<file path="config.mk">
export PLATFORM = sky130hd
export DESIGN_NAME = morse_text_keyer_core
export DESIGN_NICKNAME = d
export VERILOG_FILES = /design/src/hdl/mtk_pkg.sv /design/src/hdl/mtk_front.sv /design/src/hdl/mtk_queue.sv /design/src/hdl/mtk_back.sv /design/src/hdl/morse_text_keyer_core.sv
export SDC_FILE = /design/constraint.sdc
export NUM_CORES = 1
export LEC_CHECK = 0
export BUFFER_PORTS_ARGS = -buffer_cell sky130_fd_sc_hd__buf_2
export CORE_ASPECT_RATIO = 0.75
export CORE_MARGIN = 3
export CORE_UTILIZATION = 50
export DETAILED_ROUTE_END_ITERATION = 8
export PLACE_DENSITY_LB_ADDON = 0.08
export SLEW_MARGIN = 40
export SYNTH_ARGS = -nofsm -noshare
export SYNTH_HDL_FRONTEND = slang
export SYNTH_SLANG_ARGS = --single-unit
</file>
<file path="constraint.sdc">
create_clock -name aclk -period 7.1 [get_ports aclk]
set_clock_uncertainty 0.1 [all_clocks]
set_input_delay 0.355 -clock aclk [delete_from_list [all_inputs] [get_ports aclk]]
set_output_delay 0.355 -clock aclk [all_outputs]
set_load 0.02 [all_outputs]
</file>
<file path="src/hdl/mtk_pkg.sv">
// types, constants and code table shared by the morse keyer modules
package mtk_pkg;

    localparam int QUEUE_DEPTH_DEF = 4;

    localparam logic [7:0] CH_UPPER_A = 8'h41;
    localparam logic [7:0] CH_UPPER_Z = 8'h5A;
    localparam logic [7:0] CH_DIGIT_0 = 8'h30;
    localparam logic [7:0] CH_DIGIT_9 = 8'h39;
    localparam logic [7:0] CH_SPACE   = 8'h20;

    localparam logic [2:0] DOT_UNITS         = 3'd1;
    localparam logic [2:0] DASH_UNITS        = 3'd3;
    localparam logic [2:0] ELEMENT_GAP_UNITS = 3'd1;
    localparam logic [2:0] LETTER_GAP_UNITS  = 3'd3;
    localparam logic [2:0] WORD_GAP_UNITS    = 3'd7;
    localparam logic [2:0] HOLD_UNITS        = 3'd0;

    typedef enum logic [2:0] {
        KIND_NONE  = 3'b001,
        KIND_CHAR  = 3'b010,
        KIND_SPACE = 3'b100
    } mtk_kind_t;

    // pattern read left to right from bit 4, 1 is a dash
    typedef struct packed {
        logic [2:0] len;
        logic [4:0] pat;
    } mtk_code_t;

    typedef struct packed {
        logic       has_gap;
        logic       word_gap;
        logic [2:0] len;
        logic [4:0] pat;
        logic       eom;
    } mtk_cmd_t;

    typedef struct packed {
        logic full;
        logic empty;
    } mtk_q_status_t;

    localparam mtk_code_t ALPHA_TABLE [26] = '{
        '{3'd2, 5'b01000}, '{3'd4, 5'b10000}, '{3'd4, 5'b10100}, '{3'd3, 5'b10000},
        '{3'd1, 5'b00000}, '{3'd4, 5'b00100}, '{3'd3, 5'b11000}, '{3'd4, 5'b00000},
        '{3'd2, 5'b00000}, '{3'd4, 5'b01110}, '{3'd3, 5'b10100}, '{3'd4, 5'b01000},
        '{3'd2, 5'b11000}, '{3'd2, 5'b10000}, '{3'd3, 5'b11100}, '{3'd4, 5'b01100},
        '{3'd4, 5'b11010}, '{3'd3, 5'b01000}, '{3'd3, 5'b00000}, '{3'd1, 5'b10000},
        '{3'd3, 5'b00100}, '{3'd4, 5'b00010}, '{3'd3, 5'b01100}, '{3'd4, 5'b10010},
        '{3'd4, 5'b10110}, '{3'd4, 5'b11000}
    };

    localparam mtk_code_t DIGIT_TABLE [10] = '{
        '{3'd5, 5'b11111}, '{3'd5, 5'b01111}, '{3'd5, 5'b00111}, '{3'd5, 5'b00011},
        '{3'd5, 5'b00001}, '{3'd5, 5'b00000}, '{3'd5, 5'b10000}, '{3'd5, 5'b11000},
        '{3'd5, 5'b11100}, '{3'd5, 5'b11110}
    };

    // zero length means the character is not coded
    function automatic mtk_code_t mtk_lookup(input logic [7:0] ch);
        mtk_code_t code;
        logic [7:0] alpha_off;
        logic [7:0] digit_off;
        code      = '0;
        alpha_off = ch - CH_UPPER_A;
        digit_off = ch - CH_DIGIT_0;
        if (ch >= CH_UPPER_A && ch <= CH_UPPER_Z) begin
            code = ALPHA_TABLE[alpha_off[4:0]];
        end else if (ch >= CH_DIGIT_0 && ch <= CH_DIGIT_9) begin
            code = DIGIT_TABLE[digit_off[3:0]];
        end
        return code;
    endfunction

endpackage

</file>
<file path="src/hdl/mtk_front.sv">
// input side: classifies characters and queues segment commands
module mtk_front (
    input  logic                  aclk,
    input  logic                  aresetn,
    input  logic                  s_tvalid,
    output logic                  s_tready,
    input  logic [7:0]            s_tdata,    // ch
    input  logic                  s_tlast,    // end_of_message
    input  mtk_pkg::mtk_q_status_t q_status,
    output logic                  push,
    output mtk_pkg::mtk_cmd_t     push_cmd
);
    import mtk_pkg::*;

    mtk_kind_t kind_reg, kind_next;
    mtk_code_t code;
    logic      coded;
    logic      is_space;
    logic      accept;

    always_comb begin
        code     = mtk_lookup(s_tdata);
        coded    = code.len != 3'd0;
        is_space = s_tdata == CH_SPACE;
        accept   = s_tvalid && s_tready;
    end

    assign s_tready = !q_status.full;
    assign push     = accept && (coded || s_tlast);

    always_comb begin
        push_cmd.has_gap  = coded && (kind_reg == KIND_CHAR || kind_reg == KIND_SPACE);
        push_cmd.word_gap = kind_reg == KIND_SPACE;
        push_cmd.len      = code.len;
        push_cmd.pat      = code.pat;
        push_cmd.eom      = s_tlast;
    end

    always_comb begin
        kind_next = kind_reg;
        if (accept) begin
            if (s_tlast) begin
                kind_next = KIND_NONE;
            end else if (coded) begin
                kind_next = KIND_CHAR;
            end else if (is_space) begin
                kind_next = KIND_SPACE;
            end
        end
    end

    always_ff @(posedge aclk) begin
        if (!aresetn) begin
            kind_reg <= KIND_NONE;
        end else begin
            kind_reg <= kind_next;
        end
    end

endmodule

</file>
<file path="src/hdl/mtk_queue.sv">
// short command queue between the front and back parts
module mtk_queue #(
    parameter int DEPTH = mtk_pkg::QUEUE_DEPTH_DEF
) (
    input  logic                   aclk,
    input  logic                   aresetn,
    input  logic                   push,
    input  mtk_pkg::mtk_cmd_t      push_cmd,
    input  logic                   pop,
    output mtk_pkg::mtk_cmd_t      pop_cmd,
    output mtk_pkg::mtk_q_status_t status
);
    import mtk_pkg::*;

    localparam int PtrW = (DEPTH > 1) ? $clog2(DEPTH) : 1;
    localparam int CntW = $clog2(DEPTH + 1);

    mtk_cmd_t        entry_reg [DEPTH];
    logic [PtrW-1:0] wr_ptr_reg, wr_ptr_next;
    logic [PtrW-1:0] rd_ptr_reg, rd_ptr_next;
    logic [CntW-1:0] cnt_reg, cnt_next;
    logic            do_push;
    logic            do_pop;

    always_comb begin
        status.full  = cnt_reg == CntW'(DEPTH);
        status.empty = cnt_reg == '0;
        do_push      = push && !status.full;
        do_pop       = pop && !status.empty;
        pop_cmd      = entry_reg[rd_ptr_reg];
    end

    always_comb begin
        wr_ptr_next = wr_ptr_reg;
        rd_ptr_next = rd_ptr_reg;
        cnt_next    = cnt_reg;
        if (do_push) begin
            wr_ptr_next = (wr_ptr_reg == PtrW'(DEPTH - 1)) ? '0 : wr_ptr_reg + 1'b1;
        end
        if (do_pop) begin
            rd_ptr_next = (rd_ptr_reg == PtrW'(DEPTH - 1)) ? '0 : rd_ptr_reg + 1'b1;
        end
        if (do_push && !do_pop) begin
            cnt_next = cnt_reg + 1'b1;
        end else if (do_pop && !do_push) begin
            cnt_next = cnt_reg - 1'b1;
        end
    end

    always_ff @(posedge aclk) begin
        if (!aresetn) begin
            wr_ptr_reg <= '0;
            rd_ptr_reg <= '0;
            cnt_reg    <= '0;
        end else begin
            wr_ptr_reg <= wr_ptr_next;
            rd_ptr_reg <= rd_ptr_next;
            cnt_reg    <= cnt_next;
        end
    end

    always_ff @(posedge aclk) begin
        if (do_push) begin
            entry_reg[wr_ptr_reg] <= push_cmd;
        end
    end

endmodule

</file>
<file path="src/hdl/mtk_back.sv">
// output side: expands one command into led segments, one per beat
module mtk_back (
    input  logic                   aclk,
    input  logic                   aresetn,
    input  mtk_pkg::mtk_q_status_t q_status,
    input  mtk_pkg::mtk_cmd_t      q_cmd,
    output logic                   pop,
    output logic                   m_tvalid,
    input  logic                   m_tready,
    output logic [7:0]             m_tdata,   // led_on, duration_units, zero pad
    output logic                   m_tlast    // last_of_run
);
    import mtk_pkg::*;

    logic       cur_valid_reg, cur_valid_next;
    logic       gap_pend_reg, gap_pend_next;
    logic       word_gap_reg, word_gap_next;
    logic       sep_pend_reg, sep_pend_next;
    logic [2:0] rem_reg, rem_next;
    logic [4:0] pat_reg, pat_next;
    logic       eom_reg, eom_next;

    logic       out_valid_reg, out_valid_next;
    logic       led_reg;
    logic [2:0] dur_reg;
    logic       last_reg;

    logic       advance;
    logic       seg_led;
    logic [2:0] seg_dur;
    logic       seg_last;
    logic       load;

    always_comb begin
        advance  = cur_valid_reg && (!out_valid_reg || m_tready);
        seg_led  = 1'b0;
        seg_dur  = HOLD_UNITS;
        seg_last = 1'b1;
        if (gap_pend_reg) begin
            seg_dur  = word_gap_reg ? WORD_GAP_UNITS : LETTER_GAP_UNITS;
            seg_last = rem_reg == 3'd0 && !eom_reg;
        end else if (rem_reg != 3'd0) begin
            if (sep_pend_reg) begin
                seg_dur  = ELEMENT_GAP_UNITS;
                seg_last = 1'b0;
            end else begin
                seg_led  = 1'b1;
                seg_dur  = pat_reg[4] ? DASH_UNITS : DOT_UNITS;
                seg_last = rem_reg == 3'd1 && !eom_reg;
            end
        end
        pop  = !cur_valid_reg || (advance && seg_last);
        load = pop && !q_status.empty;
    end

    always_comb begin
        cur_valid_next = cur_valid_reg;
        gap_pend_next  = gap_pend_reg;
        word_gap_next  = word_gap_reg;
        sep_pend_next  = sep_pend_reg;
        rem_next       = rem_reg;
        pat_next       = pat_reg;
        eom_next       = eom_reg;
        if (advance) begin
            if (gap_pend_reg) begin
                gap_pend_next = 1'b0;
            end else if (rem_reg != 3'd0) begin
                if (sep_pend_reg) begin
                    sep_pend_next = 1'b0;
                end else begin
                    rem_next      = rem_reg - 3'd1;
                    pat_next      = {pat_reg[3:0], 1'b0};
                    sep_pend_next = 1'b1;
                end
            end
            if (seg_last) begin
                cur_valid_next = 1'b0;
            end
        end
        if (load) begin
            cur_valid_next = 1'b1;
            gap_pend_next  = q_cmd.has_gap;
            word_gap_next  = q_cmd.word_gap;
            sep_pend_next  = 1'b0;
            rem_next       = q_cmd.len;
            pat_next       = q_cmd.pat;
            eom_next       = q_cmd.eom;
        end
    end

    always_comb begin
        out_valid_next = out_valid_reg;
        if (advance) begin
            out_valid_next = 1'b1;
        end else if (m_tready) begin
            out_valid_next = 1'b0;
        end
    end

    always_ff @(posedge aclk) begin
        if (!aresetn) begin
            cur_valid_reg <= 1'b0;
            out_valid_reg <= 1'b0;
        end else begin
            cur_valid_reg <= cur_valid_next;
            out_valid_reg <= out_valid_next;
        end
    end

    always_ff @(posedge aclk) begin
        gap_pend_reg <= gap_pend_next;
        word_gap_reg <= word_gap_next;
        sep_pend_reg <= sep_pend_next;
        rem_reg      <= rem_next;
        pat_reg      <= pat_next;
        eom_reg      <= eom_next;
        if (advance) begin
            led_reg  <= seg_led;
            dur_reg  <= seg_dur;
            last_reg <= seg_last;
        end
    end

    assign m_tvalid = out_valid_reg;
    assign m_tdata  = {4'b0000, dur_reg, led_reg};
    assign m_tlast  = last_reg;

endmodule

</file>
<file path="src/hdl/morse_text_keyer_core.sv">
// Morse text keyer: one ASCII character per input beat, one led segment per output beat.
// Letters A-Z and digits 0-9 become dots (1 unit on) and dashes (3 units on) with 1 unit
// off between elements; a coded character is preceded by 3 units off after a character
// or 7 units off after one or more spaces. Other characters produce nothing; tlast on an
// input beat closes the message with an off segment of 0 units and resets the spacing.
// m_tlast marks the last segment caused by an input beat. The back part emits one segment
// per cycle while m_tready is high; a character makes 0 to 11 segments (gap, up to five
// elements with their separators, end mark); the input side accepts a beat every cycle
// until the command queue of QUEUE_DEPTH entries fills, and characters that emit nothing
// never occupy it. Sustained rate is set by the segment count of the characters sent.
module morse_text_keyer_core #(
    parameter int QUEUE_DEPTH = mtk_pkg::QUEUE_DEPTH_DEF
) (
    input  logic       aclk,
    input  logic       aresetn,
    input  logic       s_tvalid,
    output logic       s_tready,
    input  logic [7:0] s_tdata,   // ch
    input  logic       s_tlast,   // end_of_message
    output logic       m_tvalid,
    input  logic       m_tready,
    output logic [7:0] m_tdata,   // led_on, duration_units, zero pad
    output logic       m_tlast    // last_of_run
);
    import mtk_pkg::*;

    mtk_q_status_t q_status;
    mtk_cmd_t      push_cmd;
    mtk_cmd_t      pop_cmd;
    logic          push;
    logic          pop;

    mtk_front u_front (
        .aclk     (aclk),
        .aresetn  (aresetn),
        .s_tvalid (s_tvalid),
        .s_tready (s_tready),
        .s_tdata  (s_tdata),
        .s_tlast  (s_tlast),
        .q_status (q_status),
        .push     (push),
        .push_cmd (push_cmd)
    );

    mtk_queue #(
        .DEPTH (QUEUE_DEPTH)
    ) u_queue (
        .aclk     (aclk),
        .aresetn  (aresetn),
        .push     (push),
        .push_cmd (push_cmd),
        .pop      (pop),
        .pop_cmd  (pop_cmd),
        .status   (q_status)
    );

    mtk_back u_back (
        .aclk     (aclk),
        .aresetn  (aresetn),
        .q_status (q_status),
        .q_cmd    (pop_cmd),
        .pop      (pop),
        .m_tvalid (m_tvalid),
        .m_tready (m_tready),
        .m_tdata  (m_tdata),
        .m_tlast  (m_tlast)
    );

endmodule

</file>
After elaboration in Yosys (flattened, before gate mapping) --
Memories as Yosys holds them, arrays and structs flattened. A register that Yosys moved wholly into a read port is not among the register bits. Cells that the tools add are included.
Word-level totals: bits in registers 29, bits in writable memories 44, bits in read-only memories 384, output and inout bits 11, memories 3
Memories:
- (no name shown) | words 32, bits a word 8, rd ports 1, clocked after memory_dff 0, wr ports 0, line mtk_pkg.sv:69 | code = ALPHA_TABLE[alpha_off[4:0]];
- (no name shown) | words 16, bits a word 8, rd ports 1, clocked after memory_dff 0, wr ports 0, line mtk_pkg.sv:71 | code = DIGIT_TABLE[digit_off[3:0]];
- u_queue.entry_reg | words 4, bits a word 11, rd ports 1, clocked after memory_dff 1, wr ports 1, line mtk_queue.sv:18 | mtk_cmd_t entry_reg [DEPTH];
Cells by class: add/sub/neg operators 7, order comparisons 6, equal/unequal tests 9, multiplexer cells 43, bitwise operators 4, reduce and logical (&&, ||, !) cells 39
Operators with widths (number):
- two-way mux 8 bit | 6
- two-way mux 3 bit | 14
- two-way mux 5 bit | 5
- logical AND 1 bit | 13
- two-way mux 1 bit | 13
- two-way mux 2 bit | 5
- nonzero test 2 bit | 5
- nonzero test 3 bit | 3
- equality test 8 x 6 -> 1 bit (second input constant) | 1
- greater-or-equal comparator 8 x 6 -> 1 bit (second input constant) | 1
- greater-or-equal comparator 8 x 7 -> 1 bit (second input constant) | 1
- less-or-equal comparator 8 x 6 -> 1 bit (second input constant) | 1
- less-or-equal comparator 8 x 7 -> 1 bit (second input constant) | 1
- logical NOT 1 bit | 7
- equality test 3 bit (second input constant) | 2
- greater-or-equal comparator 6 bit (second input constant) | 1
- logical NOT 3 bit | 2
- NOT 5 -> 6 bit | 1
- subtractor 3 x 1 -> 3 bit (second input constant) | 2
- greater-or-equal comparator 5 bit (second input constant) | 1
- NOT 4 -> 5 bit | 1
- subtractor 5 x 1 -> 5 bit (second input constant) | 1
- adder 2 x 1 -> 2 bit (second input constant) | 2
- equality test 2 bit (second input constant) | 2
- other kinds (11) | 17

Logic depth before layout (Yosys ltp) --
depth after elaboration 15, gate-level depth with buffers 17, gate-level depth less buffers 13

Cells and area by module --
A second synthesis with hierarchy kept.
Second synthesis, totals: cell total of the unflattened synthesis 323, area total of the unflattened synthesis 4022.6 um2
By module, submodules not included:
- mtk_queue | times used 1, cells each 108, area each 2060.7 um2
- mtk_front | times used 1, cells each 152, area each 1042.2 um2
- mtk_back | times used 1, cells each 63, area each 919.6 um2

Worst setup path before layout --
OpenSTA, ideal clock, no wires.
path kind in2reg, from input port s_tdata[0], to register u_queue.cnt_reg[2], setup time 0.076 ns, arrival time 3.666 ns, data required time 6.924 ns, path slack 3.259 ns, stages 16, cells stage by stage buf_2 -> clkbuf_1 -> inv_1 -> ha_1 -> buf_4 -> nand2b_1 -> o21ai_0 -> a221o_1 -> o2111a_4 -> a211oi_4 -> ha_1 -> inv_1 -> fa_1 -> xor2_1 -> or3_1 -> a21boi_0
On the way: longest elaborated chain between the ends 14
Ends and longest elaborated chain:
- start, declared | line morse_text_keyer_core.sv:18 | input logic [7:0] s_tdata,
- subtractor 4 x 1 -> 4 bit | line mtk_pkg.sv:67 | digit_off = ch - CH_DIGIT_0;
- NOT 4 -> 5 bit (not written as such) | line mtk_pkg.sv:71
- memory read (16 x 8 bit)
- two-way mux 8 bit (not written as such) (2 in a row) | line mtk_pkg.sv:71
- two-way mux 8 bit | line mtk_pkg.sv:70 | end else if (ch >= CH_DIGIT_0 && ch <= CH_DIGIT_9) begin
- two-way mux 8 bit (*) | line mtk_pkg.sv:68 | if (ch >= CH_UPPER_A && ch <= CH_UPPER_Z) begin
- nonzero test 3 bit (*) | line mtk_front.sv:23 | coded = code.len != 3'd0;
- logical OR 1 bit (*) | line mtk_front.sv:29 | assign push = accept && (coded || s_tlast);
- logical AND 1 bit (*) | line mtk_front.sv:29
- logical AND 1 bit (*) | line mtk_queue.sv:28 | do_push = push && !status.full;
- named net u_queue.do_push | line mtk_queue.sv:22 | logic do_push;
- logical NOT 1 bit | line mtk_queue.sv:45 | end else if (do_pop && !do_push) begin
- logical AND 1 bit | line mtk_queue.sv:45
- nonzero test 2 bit (no source line)
- end signal, assigned | line mtk_queue.sv:58 | cnt_reg <= cnt_next;
- end, declared | line mtk_queue.sv:21 | logic [CntW-1:0] cnt_reg, cnt_next;
Mark *: on every way through the listed nets, which the timed path passes. The rest lies on a longest branch. The select of a mux whose other input is x is not followed. A chain may end at the register's enable or synchronous reset.

Final worst setup path --
Ends and elaborated chain as after synthesis.

==> flow_metrics.py <==
metrics = {
    "status": {
        "status": "finished clean",
    },
    "setup_path": {
        "worstSetupPathType": "in -> reg",
        "critPathArrivalTime_ns": 4.11,
        "rr_startpoint": "u_back.rem_reg[0]",
        "cp_top_family": "adder cells",
        "reg2regPathDepth": 11,
        "cp_slowest_stage_delay_ns": 0.64,
        "reg2reg_to": "u_queue.cnt_reg[2]",
        "rrSetupSlack_ns": 3.74,
        "cp-start-kind": "primary input",
        "cp_slowest_cell": "ha_1",
        "crit_chain": "buf_2 > inv_1 > ha_1 > nand2b_1 > o21ai_0 > a221o_1 > o2111a_4 > a211oi_4 > ha_1 > inv_1 > fa_1 > xor2_1 > or3_1 > a21boi_0",
        "crit_start": "s_tdata[0]",
        "endpoint_kind": "register",
        "cp.buffers_inverters": 3,
        "crit_fanout": 26,
        "cp.required_ns": 7.26,
    },
    "grt": {
        "grt_pass1_vias": 2385,
        "overflow": 0,
        "grt_usage_pct": 17.6,
        "grt_max_degree": 32,
        "grt_pass1_wl_um": 12300,
        "antenna_found_initial": 0,
    },
    "routing": {
        "dr.pass1.iters": 4,
        "wl_per_cell_um": 16.7,
        "routed_wl_um": 7500,
        "drtIter0Drc": 230,
        "ant_nets": 0,
        "avgViaCountPerCell": 5.71,
        "vias": 2557,
        "drc": 0,
    },
    "clock_tree": {
        "cts_resized": 0,
        "cts_tree": "yes",
        "clockBufferDepth": 2,
        "numClockSinks": 75,
        "post-cts-setup-buffers": 0,
        "postCtsHoldBufs": 0,
        "clock_latency_ns": 0.33,
        "cts-root-buf": "clkbuf_8",
        "cts-htree-levels": 3,
        "clkSlewWorstSetupHoldPaths_ns": 0.08,
        "cts_made_buffers": 9,
    },
    "synth": {
        "synth_cell_types": 56,
        "synth_area_sq_um": 3990,
        "synthSimpleGateAreaFrac_pct": 13.0,
        "synth_compound_area_share_pct": 12.9,
        "synth_edf_count": 60,
        "synth_cells": 332,
        "synth_mux_area_share_pct": 8.88,
        "synth-seq-cells": 75,
        "synth_xor_xnor_area_share_pct": 1.98,
        "ys_async_sr_fraction_pct": 0,
        "synth_top_family_by_area": "simple AND/OR/NAND/NOR gates",
        "synth-seq-area-share_pct": 52.7,
        "synth.avg_cell_area_sq_um": 12.0,
        "synth-main-ff-cell": "edfxtp_1",
        "synth_adder_area_share_pct": 5.83,
        "ys_warn_count": 0,
    },
    "hold_path": {
        "hold_start": "s_tlast",
        "min_to": "u_queue.entry_reg[3][0]",
        "hold_class": "in -> reg",
        "hold_depth": 1,
    },
    "sta": {
        "min_period_ns": 3.95,
        "max_freq_mhz": 253,
        "tightest_slew_ns": 0.781,
        "finalSetupViolCount": 0,
        "tns_ns": 0,
        "maxSlewHeadroom_pct": 47.6,
        "drv_slew": 0,
        "holdWs_ns": 0.208,
        "hold_viol": 0,
        "rsz0062_at_grt": "no",
        "finalCritPeriodShare_pct": 55.6,
    },
    "power_and_ir_drop": {
        "p_leak_nw": 1.56,
        "power.density_nw_per_um2": 321,
        "irDropWorstVdd_mv": 0.163,
    },
    "die": {
        "die_y_um": 83.4,
        "ios": 24,
        "coreArea_sq_um": 7530,
        "initial_core_util_pct": 52.9,
        "rows": 27,
        "dieWidth_um": 109,
        "die_area_sq_um": 9100,
    },
    "layout": {
        "largest_reg_flops": 44,
        "mostFrequentLayoutCells": "60 x edfxtp_1, 24 x nor2_1, 22 x nand2_1",
        "num_antenna_cells": 0,
        "nNetsFinal": 374,
        "fin_area_sq_um": 4310,
        "final_common_cell": "edfxtp_1",
        "areaGrowthSynthToFinish_pct": 7.97,
        "drive_gt1_share_pct": 17.0,
    },
    "job": {
        "drv_cap": 0,
    },
    "place": {
        "finalWeightedCongestion": 0.842,
        "io_buffers": 19,
        "hpwlAfterDp_um": 5330,
        "placed_area_sq_um": 4090,
    },
}
## stage by stage
| step | power, W | setup slack [ns] | utilization, % | std cells |
|---|---|---|---|---|
| after floorplan | 0.000954 | 3.26 | - | 335 |
| after global placement | 0.00104 | 2.92 | 54.3 | 433 |
| after detailed placement | 0.00105 | 2.83 | 54.3 | 433 |
| after CTS | 0.00140 | 3.19 | 57.2 | 448 |
| after global routing | 0.00147 | 2.89 | 57.2 | 448 |
| final | 0.00138 | 3.15 | 57.2 | 448 |
## cell usage after synthesis (2+ instances only)
master,n,area [sq um]
buf_4,10,75.1
a21oi_1,15,75.1
xor2_1,3,26.3
clkbuf_1,8,30.0
and3_1,2,12.5
buf_2,2,10.0
or3_1,2,12.5
and2_1,7,43.8
edfxtp_1,60,1800
ha_1,17,213
dfxtp_1,15,300
o211ai_1,3,22.5
o21ai_0,14,70.1
mux2i_1,5,50.1
inv_1,15,56.3
nor3_1,5,25.0
nor2b_1,7,43.8
nand2_1,22,82.6
mux4_2,11,248
a21boi_0,5,37.5
nand3_1,8,40.0
o31ai_1,2,15.0
a221o_1,3,30.0
nor2_1,24,90.1
mux2_2,5,56.3
nand2b_1,7,43.8
nand3b_1,2,15.0
a21o_1,4,30.0
xnor2_1,6,52.6
nor3b_1,7,52.6
a211oi_1,4,30.0
a31oi_1,5,31.3
o22ai_1,4,25.0
## cell families (layout without fill, tap and decap cells)
kind of cell             after synthesis  after routing
AND/OR/NAND/NOR                      100            100
flip-flops                            75             75
AO/OA/AOI/OAI                         71             71
buffers and inverters                 37             49
multiplexers                          21             21
adder cells (fa/ha/maj)               18             18
XOR/XNOR                               9              9
other                                  1              4
## worst max-delay path by stage
stage / to / slack, ns / cells after the start
after floorplan: u_queue.cnt_reg[2] / 3.26 / 16
after global placement: u_queue.cnt_reg[2] / 2.92 / 14
after detailed placement: u_queue.cnt_reg[2] / 2.83 / 14
after CTS: u_queue.cnt_reg[2] / 3.19 / 14
after global routing: u_queue.cnt_reg[2] / 2.89 / 14
final: u_queue.cnt_reg[2] / 3.15 / 14
## layer usage
metal  up-vias  routed length (um)  global-route usage, %
met4         0                  82                   4.59
met3         9                 406                   3.81
met5         -                   0                      0
li1       1242                   -                      -
met1      1241                3770                   26.9
met2        65                3240                   25.3
## layout make-up
type                       count  area (sq um)
tap                          101           126
inverter                      15          56.3
timing repair buffer          19          95.1
fill                         631          3230
clock inverter                 6          90.1
multi-input combinational    223          1710
clock buffer                   9           124
sequential                    75          2100
## power by group
group | leakage [nW] | internal [W] | switching, W
clock | 0.106 | 0.000197 | 0.000151
sequential | 0.694 | 0.000589 | 0.0000602
combinational | 0.765 | 0.000169 | 0.000215
Note: power is estimated with default switching activity, not from simulation.
